==> src/rtl/core/ars_pkg.sv <==
// ----------------------------------------------------------------------------
// ars_pkg
// Shared types and constants for the animation ring sequencer.
// ----------------------------------------------------------------------------
package ars_pkg;

  localparam int QSLOTS      = 16;
  localparam int IDX_W       = $clog2(QSLOTS);
  localparam int FRAME_COUNT = 8;
  localparam int NODE_W      = 8;
  localparam int FRAME_W     = 6;
  localparam int OUT_FRAME_W = 3;
  localparam int DELAY_W     = 4;
  localparam logic [DELAY_W-1:0] DELAY_RST = DELAY_W'(4);

  typedef enum logic {
    REQ_ADD  = 1'b0,
    REQ_TICK = 1'b1
  } req_t;

  // controller -> datapath
  typedef struct packed {
    logic add;    // enqueue the node of the current transaction
    logic start;  // latch head/tail for a new walk
    logic step;   // visit and advance one entry
    logic flush;  // push the held result out, marked last
  } ars_cmd_t;

  // datapath -> controller
  typedef struct packed {
    logic walk_done;
    logic step_ok;
    logic pend_valid;
    logic can_push;
  } ars_sts_t;

  function automatic logic [IDX_W-1:0] next_slot(input logic [IDX_W-1:0] i);
    next_slot = (i == IDX_W'(QSLOTS - 1)) ? '0 : i + 1'b1;
  endfunction

endpackage

==> src/rtl/core/ars_ctrl.sv <==
// ----------------------------------------------------------------------------
// ars_ctrl
// Sequencer for the ring walk: accepts requests, steps entries, flushes.
// ----------------------------------------------------------------------------
module ars_ctrl
  import ars_pkg::*;
(
  input  logic     clk,
  input  logic     rst_n,
  input  logic     in_valid,
  input  logic     in_req_type,
  output logic     in_ready,
  input  ars_sts_t sts,
  output ars_cmd_t cmd
);

  typedef enum logic [2:0] {
    ST_IDLE  = 3'b001,
    ST_WALK  = 3'b010,
    ST_FLUSH = 3'b100
  } state_t;

  state_t state_r, state_nxt;

  assign in_ready = (state_r == ST_IDLE);

  always_comb begin
    state_nxt = state_r;
    cmd       = '0;
    unique case (state_r)
      ST_IDLE: begin
        if (in_valid) begin
          if (req_t'(in_req_type) == REQ_TICK) begin
            cmd.start = 1'b1;
            state_nxt = ST_WALK;
          end else begin
            cmd.add = 1'b1;
          end
        end
      end
      ST_WALK: begin
        if (sts.walk_done) begin
          state_nxt = ST_FLUSH;
        end else if (sts.step_ok) begin
          cmd.step = 1'b1;
        end
      end
      ST_FLUSH: begin
        // hold until the last result can enter the output register
        if (!sts.pend_valid) begin
          state_nxt = ST_IDLE;
        end else if (sts.can_push) begin
          cmd.flush = 1'b1;
          state_nxt = ST_IDLE;
        end
      end
      default: state_nxt = ST_IDLE;
    endcase
  end

  always_ff @(posedge clk) begin
    if (!rst_n) begin
      state_r <= ST_IDLE;
    end else begin
      state_r <= state_nxt;
    end
  end

endmodule

==> src/rtl/core/ars_dpath.sv <==
// ----------------------------------------------------------------------------
// ars_dpath
// Entry storage, ring pointers, one-result lookahead and output register.
// ----------------------------------------------------------------------------
module ars_dpath
  import ars_pkg::*;
(
  input  logic                   clk,
  input  logic                   rst_n,
  input  ars_cmd_t               cmd,
  output ars_sts_t               sts,
  input  logic [NODE_W-1:0]      in_node_id,
  input  logic                   cfg_wr_en,
  input  logic [DELAY_W-1:0]     cfg_wr_data,
  output logic                   out_valid,
  input  logic                   out_ready,
  output logic [NODE_W-1:0]      out_node_id_res,
  output logic [OUT_FRAME_W-1:0] out_frame,
  output logic                   out_last
);

  logic [NODE_W-1:0]  entry_node_r   [QSLOTS];
  logic [FRAME_W-1:0] entry_frame_r  [QSLOTS];
  logic               entry_toggle_r [QSLOTS];

  logic [IDX_W-1:0]   head_r, head_nxt;
  logic [IDX_W-1:0]   tail_r, tail_nxt;
  logic [IDX_W-1:0]   walk_r, walk_nxt;
  logic [IDX_W-1:0]   end_r,  end_nxt;
  logic [DELAY_W-1:0] delay_r, delay_nxt;

  logic                   pend_valid_r, pend_valid_nxt;
  logic [NODE_W-1:0]      pend_node_r, pend_node_nxt;
  logic [OUT_FRAME_W-1:0] pend_frame_r, pend_frame_nxt;

  logic                   out_valid_r, out_valid_nxt;
  logic [NODE_W-1:0]      out_node_r, out_node_nxt;
  logic [OUT_FRAME_W-1:0] out_frame_r, out_frame_nxt;
  logic                   out_last_r, out_last_nxt;

  logic [NODE_W-1:0]  cur_node;
  logic [FRAME_W-1:0] cur_frame;
  logic               cur_toggle;
  logic [FRAME_W-1:0] inc_frame;
  logic               emit;
  logic               retire;
  logic               can_push;
  logic               q_full;
  logic               add_ok;
  logic               push;
  logic               push_last;

  assign cur_node   = entry_node_r[walk_r];
  assign cur_frame  = entry_frame_r[walk_r];
  assign cur_toggle = entry_toggle_r[walk_r];
  assign inc_frame  = cur_frame + 1'b1;
  assign emit       = !cur_frame[FRAME_W-1];
  assign retire     = cur_toggle && !inc_frame[FRAME_W-1] &&
                      (inc_frame[FRAME_W-2:0] >= (FRAME_W-1)'(FRAME_COUNT));
  assign can_push   = !out_valid_r || out_ready;
  assign q_full     = (next_slot(tail_r) == head_r);
  assign add_ok     = cmd.add && !q_full;
  assign push       = (cmd.step && emit && pend_valid_r) || cmd.flush;
  assign push_last  = cmd.flush;

  assign sts.walk_done  = (walk_r == end_r);
  assign sts.step_ok    = !(emit && pend_valid_r) || can_push;
  assign sts.pend_valid = pend_valid_r;
  assign sts.can_push   = can_push;

  always_comb begin
    head_nxt       = head_r;
    tail_nxt       = add_ok ? next_slot(tail_r) : tail_r;
    walk_nxt       = walk_r;
    end_nxt        = end_r;
    delay_nxt      = cfg_wr_en ? cfg_wr_data : delay_r;
    pend_valid_nxt = pend_valid_r;
    pend_node_nxt  = pend_node_r;
    pend_frame_nxt = pend_frame_r;
    if (cmd.start) begin
      walk_nxt = head_r;
      end_nxt  = tail_r;
    end
    if (cmd.step) begin
      walk_nxt = next_slot(walk_r);
      // a finished entry retires the head, wherever the entry sits
      if (retire) begin
        head_nxt = next_slot(head_r);
      end
      if (emit) begin
        pend_valid_nxt = 1'b1;
        pend_node_nxt  = cur_node;
        pend_frame_nxt = cur_frame[OUT_FRAME_W-1:0];
      end
    end
    if (cmd.flush) begin
      pend_valid_nxt = 1'b0;
    end
  end

  always_comb begin
    out_valid_nxt = out_valid_r;
    out_node_nxt  = out_node_r;
    out_frame_nxt = out_frame_r;
    out_last_nxt  = out_last_r;
    if (push) begin
      out_valid_nxt = 1'b1;
      out_node_nxt  = pend_node_r;
      out_frame_nxt = pend_frame_r;
      out_last_nxt  = push_last;
    end else if (out_ready) begin
      out_valid_nxt = 1'b0;
    end
  end

  always_ff @(posedge clk) begin
    if (!rst_n) begin
      head_r       <= '0;
      tail_r       <= '0;
      walk_r       <= '0;
      end_r        <= '0;
      delay_r      <= DELAY_RST;
      pend_valid_r <= 1'b0;
      out_valid_r  <= 1'b0;
    end else begin
      head_r       <= head_nxt;
      tail_r       <= tail_nxt;
      walk_r       <= walk_nxt;
      end_r        <= end_nxt;
      delay_r      <= delay_nxt;
      pend_valid_r <= pend_valid_nxt;
      out_valid_r  <= out_valid_nxt;
    end
  end

  always_ff @(posedge clk) begin
    pend_node_r  <= pend_node_nxt;
    pend_frame_r <= pend_frame_nxt;
    out_node_r   <= out_node_nxt;
    out_frame_r  <= out_frame_nxt;
    out_last_r   <= out_last_nxt;
  end

  // entry storage: add writes at tail, a walk step rewrites the visited entry
  always_ff @(posedge clk) begin
    if (add_ok) begin
      entry_node_r[tail_r]   <= in_node_id;
      entry_frame_r[tail_r]  <= FRAME_W'(0) - FRAME_W'(delay_r);
      entry_toggle_r[tail_r] <= 1'b0;
    end else if (cmd.step) begin
      entry_toggle_r[walk_r] <= !cur_toggle;
      if (cur_toggle) begin
        entry_frame_r[walk_r] <= inc_frame;
      end
    end
  end

  assign out_valid       = out_valid_r;
  assign out_node_id_res = out_node_r;
  assign out_frame       = out_frame_r;
  assign out_last        = out_last_r;

endmodule

==> src/rtl/core/animation_ring_sequencer_top.sv <==
// ----------------------------------------------------------------------------
// animation_ring_sequencer_top
// Ring queue of animation jobs: add enqueues a node, tick walks all entries
// and emits (node, frame) for each started entry, the final one marked last.
//
//   channel  | signals                                    | direction
//   ---------+--------------------------------------------+----------
//   in       | in_valid/in_ready, in_req_type, in_node_id | input
//   out      | out_valid/out_ready, out_node_id_res,      | output
//            | out_frame, out_last                        |
//   cfg      | cfg_wr_en, cfg_wr_data (start delay)       | input
//
// An add is accepted directly from idle. A tick accepts the request, visits
// the queued entries in turn while the output allows, then ends the walk and
// flushes the held result.
// Each result waits in a one-deep hold register until the next one (or the
// end of the walk) tells whether it is last; a stalled output stops the walk.
// Reset is synchronous, active low; entry storage is not cleared.
// ----------------------------------------------------------------------------
module animation_ring_sequencer_top
  import ars_pkg::*;
(
  input  logic                   clk,
  input  logic                   rst_n,
  input  logic                   in_valid,
  output logic                   in_ready,
  input  logic                   in_req_type,
  input  logic [NODE_W-1:0]      in_node_id,
  output logic                   out_valid,
  input  logic                   out_ready,
  output logic [NODE_W-1:0]      out_node_id_res,
  output logic [OUT_FRAME_W-1:0] out_frame,
  output logic                   out_last,
  input  logic                   cfg_wr_en,
  input  logic [DELAY_W-1:0]     cfg_wr_data
);

  ars_cmd_t cmd;
  ars_sts_t sts;

  ars_ctrl u_ctrl (
    .clk         (clk),
    .rst_n       (rst_n),
    .in_valid    (in_valid),
    .in_req_type (in_req_type),
    .in_ready    (in_ready),
    .sts         (sts),
    .cmd         (cmd)
  );

  ars_dpath u_dpath (
    .clk             (clk),
    .rst_n           (rst_n),
    .cmd             (cmd),
    .sts             (sts),
    .in_node_id      (in_node_id),
    .cfg_wr_en       (cfg_wr_en),
    .cfg_wr_data     (cfg_wr_data),
    .out_valid       (out_valid),
    .out_ready       (out_ready),
    .out_node_id_res (out_node_id_res),
    .out_frame       (out_frame),
    .out_last        (out_last)
  );

  // no result may be held back once the block is ready for a new transaction
  a_idle_no_pending: assert property (@(posedge clk) disable iff (!rst_n)
    in_ready |-> !sts.pend_valid)
    else $error("held result left over after walk");

  // a flush always lands a last-marked result in the output register
  a_flush_last: assert property (@(posedge clk) disable iff (!rst_n)
    cmd.flush |=> (out_valid && out_last))
    else $error("flush did not produce last result");

  // never advance an entry whose result has nowhere to go
  a_step_safe: assert property (@(posedge clk) disable iff (!rst_n)
    cmd.step |-> sts.step_ok)
    else $error("walk step while output blocked");

endmodule

==> config.mk <==
export PLATFORM = sky130hd
export DESIGN_NAME = animation_ring_sequencer_top
export DESIGN_NICKNAME = d
export VERILOG_FILES = /design/src/rtl/core/ars_pkg.sv /design/src/rtl/core/ars_ctrl.sv /design/src/rtl/core/ars_dpath.sv /design/src/rtl/core/animation_ring_sequencer_top.sv
export SDC_FILE = /design/constraint.sdc
export NUM_CORES = 1
export LEC_CHECK = 0
export CAP_MARGIN = 20
export CORE_ASPECT_RATIO = 1.1
export CORE_MARGIN = 2
export CORE_UTILIZATION = 50
export DETAILED_ROUTE_END_ITERATION = 7
export DONT_BUFFER_PORTS = 1
export PLACE_DENSITY = 0.75
export SLEW_MARGIN = 25
export SYNTH_ARGS = -nofsm -noshare
export SYNTH_HDL_FRONTEND = slang
export SYNTH_SLANG_ARGS = --single-unit
==> constraint.sdc <==
create_clock -name clk -period 3.1 [get_ports clk]
set_input_delay 0.155 -clock clk [delete_from_list [all_inputs] [get_ports clk]]
set_output_delay 0.155 -clock clk [all_outputs]
set_load 0.03 [all_outputs]
==> results of run 1 <==
registers in the layout (all words and copies together) (netlist names), named ones only:
| name | cells |
|---|---|
| u_dpath.end_r | 4 |
| u_dpath.out_valid | 1 |
| u_dpath.pend_node_r | 8 |
| u_dpath.entry_frame_r | 96 |
| u_dpath.out_last | 1 |
| u_dpath.walk_r | 4 |
| u_dpath.tail_r | 4 |
| u_dpath.delay_r | 4 |
| u_dpath.pend_valid_r | 1 |
| u_dpath.out_node_id_res | 8 |
| u_dpath.pend_frame_r | 3 |
| u_dpath.head_r | 4 |
| u_dpath.out_frame | 3 |
| u_dpath.entry_node_r | 128 |
| u_ctrl.state_r | 3 |
| u_dpath.entry_toggle_r | 16 |
worst register-to-register path, stage by stage, from the launching register on:
cell     delay, ns
dfxtp_1       0.62
mux4_2        0.29
mux2i_1       0.07
mux2_4        0.33
a31oi_2       0.24
nand2_2       0.16
buf_12        0.17
nor3b_1       0.24
a31oi_2       0.12
nor2_2        0.44
kinds of logic after synthesis:
kind of cell    share of synthesized area
simple gates                       0.0583
buf+inv                            0.0196
flops                               0.707
fa+ha+maj                         0.00835
xor+xnor                           0.0117
mux                                 0.153
compound gates                     0.0422
report_power, final:
part           total [mW]  switching, mW  leakage (nW)  internal (mW)
Combinational       0.323          0.197          1.41          0.126
Sequential           4.34         0.0132          2.58           4.32
Clock                3.46           1.42         0.452           2.04
Total                8.12           1.63          4.44           6.49
metrics by stage:
stage / total power [mW] / hold WS [ns] / TNS (ns) / instances / setup WS (ns)
global placement: 4.68 / 0.221 / -2.46 / 997 / -0.109
global route: 8.33 / 0.0389 / -0.209 / 1065 / -0.0371
floorplan: 4.60 / 0.254 / 0 / 672 / 0.142
finish: 8.12 / 0.0369 / 0 / 1065 / 0.0514
detailed placement: 4.69 / 0.238 / -9.11 / 997 / -0.215
CTS: 8.17 / 0.0120 / 0 / 1065 / 0.00935
final cells by class:
class | instances | area share
clock inverters | 18 | 0.0146
clock buffers | 32 | 0.0534
multi-input cells | 336 | 0.243
well taps | 305 | 0.0277
repair buffers | 73 | 0.0442
inverters | 9 | 0.00245
flip-flops and latches | 292 | 0.615
cell usage in the layout (no fill, tap or decap), types with 4 or more instances in the layout:
cell type,count
dlygate4sd3_1,18
a31oi_1,6
nor2b_1,4
mux4_2,51
nor2_1,48
xnor2_1,6
nor3b_1,8
xor2_1,10
o21ai_0,11
mux2i_1,24
and2_1,13
bufinv_16,4
a221oi_1,4
clkinv_1,6
nand3_1,10
inv_1,7
dfxtp_1,26
nand2_1,25
edfxtp_1,263
and3_1,10
nor3_1,5
clkinv_2,4
nor2_2,5
ha_1,7
mux4_1,14
clkbuf_16,29
a21oi_1,23
buf_4,53
worst paths after layout:
path                                                               to  slack, ns  depth (start not counted)
worst max-delay path            u_dpath.entry_frame_r[2][3]$_DFFE_PP_       0.05                          9
worst min-delay path                    u_dpath.end_r[2]$_SDFFE_PN0P_       0.04                          3
worst max register to register  u_dpath.entry_frame_r[2][3]$_DFFE_PP_       0.05                          9
worst min register to register   u_dpath.out_node_id_res[3]$_DFFE_PP_       0.42                          0
layer usage:
metal	wire length, um	part of all wire	track usage	up-vias
met5	0	0	0	-
met4	1100	0.043	0.0849	0
met3	1540	0.060	0.0329	75
met2	13000	0.51	0.345	285
met1	9890	0.39	0.268	3324
li1	-	-	-	2821
timing repair:
action / 4_1_cts / 5_1_grt
pin swaps: 0 / 1
hold buffers: 18 / 0
endpoints found under the hold margin: 139 / 0
endpoints found under the setup margin: 55 / 41
resized for setup: 11 / 16
==> impl_metrics.ini, run 1 <==
[pwr]
power.static_leakage_nw = 4.44
peakVddDrop_mv = 0.600
powerDensity_nw_per_um2 = 588

[timing]
final_hold_viol_count = 0
fin_crit_sh = 0.983
fin_skew_ns = 0.00822
fmax_mhz = 328
tightest_slew_ns = 0.857
relSlewSlack = 0.427
setup_viol = 0
rsz0062_at_grt = true
drv_slew = 0
post-route-min-period_ns = 3.05

[placed_design]
gp_congestion = 0.848
hpwl_mm = 16.1
port-buffer-count = 0
place_area_um2 = 12600

[finish]
area_growth_pct = 15.1
drive_above_1_share = 0.243
final-seq-area_um2 = 8480
insertedDiodeCount = 0
final_cell_area_um2 = 13800
filler_cell_count = 1647
utilization = 0.584
nets = 767
multi_input_area_um2 = 3350

[synth]
synth_area_leader_cell = edfxtp_1
synth_nets = 698
synthesis.area_um2 = 12000
yosysUniqueCellTypes = 62
post-synth-top-count-cell = edfxtp_1
syn_inst = 672
synthArstFlopShare = 0
synth_seq_cells = 292
synth_top_flop_cell = edfxtp_1
synth_seq_area_share = 0.707
ys_warn_count = 0
synth_top_area_share = 0.659
synth_common_cells = edfxtp_1 (263), nor2_1 (55), mux4_2 (49)
synth_edf_count = 263
syn_avg_cell_area_um2 = 17.8
yosys-top-cells-area = edfxtp_1 (66%), mux4_2 (9.2%), dfxtp_1 (4.8%)

[global_routing]
grt_pass1_wl_mm = 39.0
antenna_found_initial = 0
first_global_vias = 6769
grt_overflow_total = 0
grt_use_total = 0.206
grt_max_degree = 43

[floorplan]
core_um2 = 23600
dieArea_um2 = 25200
start_util = 0.508
die_w_um = 152
die_h_um = 166
pin_count = 32
rows = 59

[worst_setup_path]
cp.arrival_ns = 3.23
cp-end-kind = flip-flop
cp.required_ns = 3.28
slowest_delay_ns = 0.62
cpMostUsedCell = a31oi_2
crit_type = reg -> reg
crit_chain = mux4_2, mux2i_1, mux2_4, a31oi_2, nand2_2, buf_12, nor3b_1, a31oi_2, nor2_2
path_buf_inv = 1
crit_fanout = 8
cp_slowest_cell = dfxtp_1
crit_path_start_kind = flip-flop
critPathTopFamily = simple AND/OR/NAND/NOR gates

[min_path]
hold_start = in_valid
hp-class = in -> reg

[drt]
finalWirelength_mm = 25.5
drc = 0
drtIter0Drc = 450
vias = 6505
first_pass_iters = 5
wl_per_cell_um = 24.0
via_per_inst = 6.11
route.antenna.remaining_nets = 0

[status]
status = complete, no violations

[clock_tree]
numCtsBuffers = 29
cts-root-buf = clkbuf_16
cts_tree = yes
clock_latency_ns = 0.54
path_clk_slew_ns = 0.06
cts_sinks = 292
ctsHtreeMaxLevel = 1
clock_path_buffers = 3
post_cts_buffers = 0

[run]
drv_cap = 0
(Power assumes the default switching activity.)
==> inputs of run 2 (changes only) <==
SYNTH_HIERARCHICAL = 1   (was unset)
TNS_END_PERCENT = 30   (was unset)
==> impl_metrics.ini, run 2 <==
[status]
status = complete, no violations

[synth]
synth_edf_count = 263
synth_common_cells = edfxtp_1 (263), mux4_2 (49), nor2_1 (44)
syn_inst = 688
yosys-top-cells-area = edfxtp_1 (65%), mux4_2 (9.1%), dfxtp_1 (4.8%)
ys_warn_count = 6
post-synth-top-count-cell = edfxtp_1
synthArstFlopShare = 0
synth_seq_area_share = 0.702
synthesis.area_um2 = 12100
syn_avg_cell_area_um2 = 17.6
synth_area_leader_cell = edfxtp_1
synth_nets = 714
synth_seq_cells = 292
yosysUniqueCellTypes = 63
synth_top_area_share = 0.654
synth_top_flop_cell = edfxtp_1

[clock_tree]
cts_tree = yes
clock_latency_ns = 0.56
ctsHtreeMaxLevel = 1
cts_sinks = 292
post_cts_buffers = 0
clock_path_buffers = 3
cts-root-buf = clkbuf_16
numCtsBuffers = 29
path_clk_slew_ns = 0.07

[pwr]
p_sw_mw = 1.63
switching_share = 0.203
power_frac_seq = 0.539
power_frac_comb = 0.030
peakVddDrop_mv = 0.741
powerDensity_nw_per_um2 = 572
power.static_leakage_nw = 4.61
power_frac_clock = 0.431
p_int_mw = 6.40
power_mw = 8.03

[drt]
via_per_inst = 6.06
route.antenna.remaining_nets = 0
vias = 6579
wl_per_cell_um = 23.7
drtIter0Drc = 538
drc = 0
first_pass_iters = 5
finalWirelength_mm = 25.8

[timing]
drv_slew = 0
setup_tns_ns = 0
final_hold_viol_count = 0
fmax_mhz = 329
post-route-min-period_ns = 3.04
hold-worst-slack_ns = 0.0427
fin_skew_ns = 0.0256
fin_crit_sh = 0.981
rsz0062_at_grt = true
setup_ws_ns = 0.0589
tightest_slew_ns = 0.824
setup_viol = 0
relSlewSlack = 0.448

[placed_design]
hpwl_mm = 17.0
pre_cts_slack_ns = -0.0179
port-buffer-count = 0
place_area_um2 = 12800
gp_congestion = 0.882

[finish]
largest_register = u_dpath/entry_node_r
insertedDiodeCount = 0
nets = 784
largest_reg_flops = 128
drive_above_1_share = 0.246
top_regs = u_dpath/entry_node_r: 128 flops, u_dpath/entry_frame_r: 96 flops, u_dpath/entry_toggle_r: 16 flops
final_common_cell = edfxtp_1
area_growth_pct = 16.2
filler_cell_count = 1686
layout_common_cells = edfxtp_1 (263), buf_4 (57), mux4_2 (49)
final_cell_area_um2 = 14000

[worst_setup_path]
endpoint = u_dpath/head_r[3]$_SDFFE_PN0P_
crit_fanout = 6
cp.required_ns = 3.56
cp-end-kind = flip-flop
crit_type = reg -> reg
reg2reg_depth = 9
cp.arrival_ns = 3.50
reg2reg_setup_slack_ns = 0.06
reg2reg_to = u_dpath/head_r[3]$_SDFFE_PN0P_
crit_path_start_kind = flip-flop

[min_path]
hp-class = in -> reg

[floorplan]
rows = 59
die_w_um = 152
start_util = 0.510
dieArea_um2 = 25400
core_um2 = 23700
die_h_um = 167
pin_count = 32

[global_routing]
grt_pass1_wl_mm = 39.6
grt_use_total = 0.202
first_global_vias = 6811
grt_overflow_total = 0
antenna_found_initial = 0
grt_max_degree = 46

[run]
drv_cap = 0
==> run 2: changes by cell type in the layout (fill, tap and decap cells not counted), sizes merged, moves of 5 or more <==
cell,change
a21oi,-15
and2,-7
inv,+7
mux2i,+9
nor2,-11
nor2b,+14
nor3,+5
nor4,+5
==> run 2: cell type report <==
class | instances | area [um2] | share of cell area
sequential | 292 | 8490 | 0.604
clock buffer | 30 | 729 | 0.0520
timing repair buffer | 78 | 673 | 0.0479
tap | 305 | 382 | 0.0272
inverter | 11 | 41.3 | 0.00294
multi-input combinational | 346 | 3490 | 0.249
clock inverter | 24 | 234 | 0.0167
==> run 2: metal layers <==
layer / GRT usage / routed length [um] / vias to the layer above
met5: 0 / 0 / -
met4: 0.0557 / 630 / 0
met3: 0.0346 / 1440 / 56
met2: 0.360 / 13600 / 248
met1: 0.257 / 10100 / 3384
li1: - / - / 2891
==> run 2: through the flow <==
stage | std cells | util
5_1_grt | 1086 | 0.592
6_report | 1086 | 0.592
3_3_place_gp | 1013 | 0.540
4_1_cts | 1085 | 0.589
2_1_floorplan | 688 | -
3_5_place_dp | 1013 | 0.540
==> run 2: kinds of logic after synthesis <==
kind of cell / count (synthesis) / synth area share
AOI/OAI and AO/OA: 70 / 0.0403
xor gates and xnor gates: 12 / 0.00994
adders and majority gates: 8 / 0.00829
buffers and inverters: 50 / 0.0191
DFF: 292 / 0.702
muxes: 103 / 0.154
and+or+nand+nor: 153 / 0.0666
==> run 2: worst max-delay path, cell delays in order (launching register included) <==
cell     delay (ns)
dfxtp_1        0.44
buf_4          0.21
mux4_1         0.61
mux2i_1        0.25
mux2i_1        0.24
nor2b_1        0.22
a31oi_1        0.29
o22ai_2        0.22
a41o_1         0.28
and3_1         0.16
==> run 2: how the worst min path moves through the flow <==
| stage | slack, ns | from | depth (start not counted) | to |
|---|---|---|---|---|
| final | 0.04 | in_valid | 3 | u_ctrl/state_r[1]$_SDFFE_PN0P_ |
| after global placement | 0.22 | rst_n | 1 | u_dpath/delay_r[2]$_SDFFE_PN1P_ |
| after floorplan | 0.23 | rst_n | 1 | u_ctrl/state_r[0]$_SDFFE_PN1P_ |
| after CTS | 0.02 | in_valid | 3 | u_ctrl/state_r[1]$_SDFFE_PN0P_ |
| after detailed placement | 0.24 | rst_n | 1 | u_dpath/delay_r[2]$_SDFFE_PN1P_ |
| after global routing | 0.08 | in_valid | 3 | u_ctrl/state_r[1]$_SDFFE_PN0P_ |
==> run 2: what timing repair did <==
| item | 4_1_cts | 5_1_grt |
|---|---|---|
| endpoints found under the hold margin | 157 | 0 |
| pin swaps | 0 | 1 |
| gates resized for setup | 2 | 13 |
| setup endpoints to repair | 6 | 178 |
| cloned | 0 | 1 |
| hold buffers | 18 | 0 |
==> run 2: power groups by stage <==
stage	clock network [mW]	registers, mW	logic [mW]
after global routing	3.68	4.33	0.263
after CTS	3.51	4.33	0.234
after floorplan	0	4.41	0.131
after detailed placement	0	4.41	0.186
after global placement	0	4.41	0.178
final	3.46	4.33	0.241
==> inputs of run 3 (changes only) <==
MAX_ROUTING_LAYER = met4   (was unset)
==> impl_metrics.ini, run 3 (same netlist as run 2, synthesis figures left out) <==
[status]
status = complete, no violations

[global_routing]
first_global_vias = 6820
antenna_found_initial = 0
grt_max_degree = 46
grt_overflow_total = 0
grt_pass1_wl_mm = 39.6
grt_use_total = 0.208

[placed_design]
dp.cells = 1013
gp_congestion = 0.897
port-buffer-count = 0
place_area_um2 = 12800
hpwl_mm = 17.0

[clock_tree]
cts_sinks = 292
post_cts_buffers = 0
path_clk_slew_ns = 0.07
numCtsBuffers = 29
ctsHtreeMaxLevel = 1
cts-root-buf = clkbuf_16
cts_tree = yes
clock_path_buffers = 3
clock_latency_ns = 0.56

[timing]
rsz0062_at_grt = true
tightest_slew_ns = 0.821
relSlewSlack = 0.450
fmax_mhz = 330
setup_viol = 0
fin_crit_sh = 0.978
drv_slew = 0
hold-worst-slack_ns = 0.0451
final_hold_viol_count = 0
fin_skew_ns = 0.0258
post-route-min-period_ns = 3.03

[drt]
via_per_inst = 6.02
first_pass_iters = 5
drtIter0Drc = 494
route.antenna.remaining_nets = 0
wl_per_cell_um = 23.6
drc = 0
finalWirelength_mm = 25.6
vias = 6536

[worst_setup_path]
cp.arrival_ns = 3.48
cp-end-kind = flip-flop
cp_slowest_cell = mux4_1
crit_path_start_kind = flip-flop
crit_fanout = 6
cpMostUsedCell = mux2i_1
crit_type = reg -> reg
crit_chain = buf_4, mux4_1, mux2i_1, mux2i_1, nor2b_1, a31oi_1, o22ai_2, a41o_1, and3_1
slowest_delay_ns = 0.61
cp.required_ns = 3.55

[floorplan]
dieArea_um2 = 25400
rows = 59
die_w_um = 152
core_um2 = 23700
die_h_um = 167
pin_count = 32
start_util = 0.510

[min_path]
hp-class = in -> reg

[pwr]
power.static_leakage_nw = 4.61
powerDensity_nw_per_um2 = 572
peakVddDrop_mv = 0.740
power_mw = 8.03

[finish]
drive_above_1_share = 0.246
largest_register = u_dpath/entry_node_r
utilization = 0.592
final_cell_area_um2 = 14000
largest_reg_flops = 128
insertedDiodeCount = 0
nets = 784
layout_common_cells = edfxtp_1 (263), buf_4 (57), mux4_2 (49)
top_regs = u_dpath/entry_node_r: 128 flops, u_dpath/entry_frame_r: 96 flops, u_dpath/entry_toggle_r: 16 flops
instances_no_fill = 1086
final_common_cell = edfxtp_1
area_growth_pct = 16.2

[run]
drv_cap = 0
## run 3: cell counts in the layout (fill, tap and decap cells not counted)
Identical to the previous run, type by type.
## run 3: stage by stage
stage / setup TNS, ns / worst slack (ns)
6_report: 0 / 0.0684
5_1_grt: -0.201 / -0.0374
4_1_cts: 0 / 0.0205
3_5_place_dp: -0.0179 / -0.0179
3_3_place_gp: 0 / 0.0841
2_1_floorplan: -2.40 / -0.0720
## run 3: worst paths after layout
| check | start | to | slack (ns) | depth (start not counted) |
|---|---|---|---|---|
| hold / removal | in_valid | u_ctrl/state_r[1]$_SDFFE_PN0P_ | 0.05 | 3 |
| setup reg to reg | flip-flop | u_dpath/head_r[3]$_SDFFE_PN0P_ | 0.07 | 9 |
| hold reg to reg | u_dpath/pend_node_r[2]$_DFFE_PP_ | u_dpath/out_node_id_res[2]$_DFFE_PP_ | 0.42 | 0 |
| setup / recovery | flip-flop | u_dpath/head_r[3]$_SDFFE_PN0P_ | 0.07 | 9 |
## run 3: area by class of cell
type | instances | area [um2]
Timing Repair Buffer | 78 | 673
Clock inverter | 24 | 234
Fill cell | 1686 | 9660
Clock buffer | 30 | 729
Multi-Input combinational cell | 346 | 3490
Inverter | 11 | 41.3
Sequential cell | 292 | 8490
Tap cell | 305 | 382
## run 3: what timing repair did
action / 4_1_cts / 5_1_grt
gates resized for setup: 2 / 13
hold buffers: 18 / 0
endpoints found under the hold margin: 157 / 0
cloned: 0 / 1
pin swaps: 0 / 1
endpoints found under the setup margin: 6 / 178
## run 3: critical path, delay by kind of cell (launching register included)
kind	cells	cell delay (ns)
mux	3	1.10
simple gates	2	0.38
buf+inv	1	0.21
compound gates	3	0.79
flops	1	0.44
## run 3: where the power goes
group          switching, mW  internal [mW]
logic                  0.150         0.0908
clock network           1.46           1.99
registers             0.0118           4.32
total                   1.63           6.40
## run 3: per-layer routing
metal	wire length (um)	vias to the layer above	GRT usage
met5	0	-	-
met4	582	0	0.0557
met3	1490	52	0.0354
met2	13600	251	0.361
met1	9940	3335	0.256
li1	-	2898	-
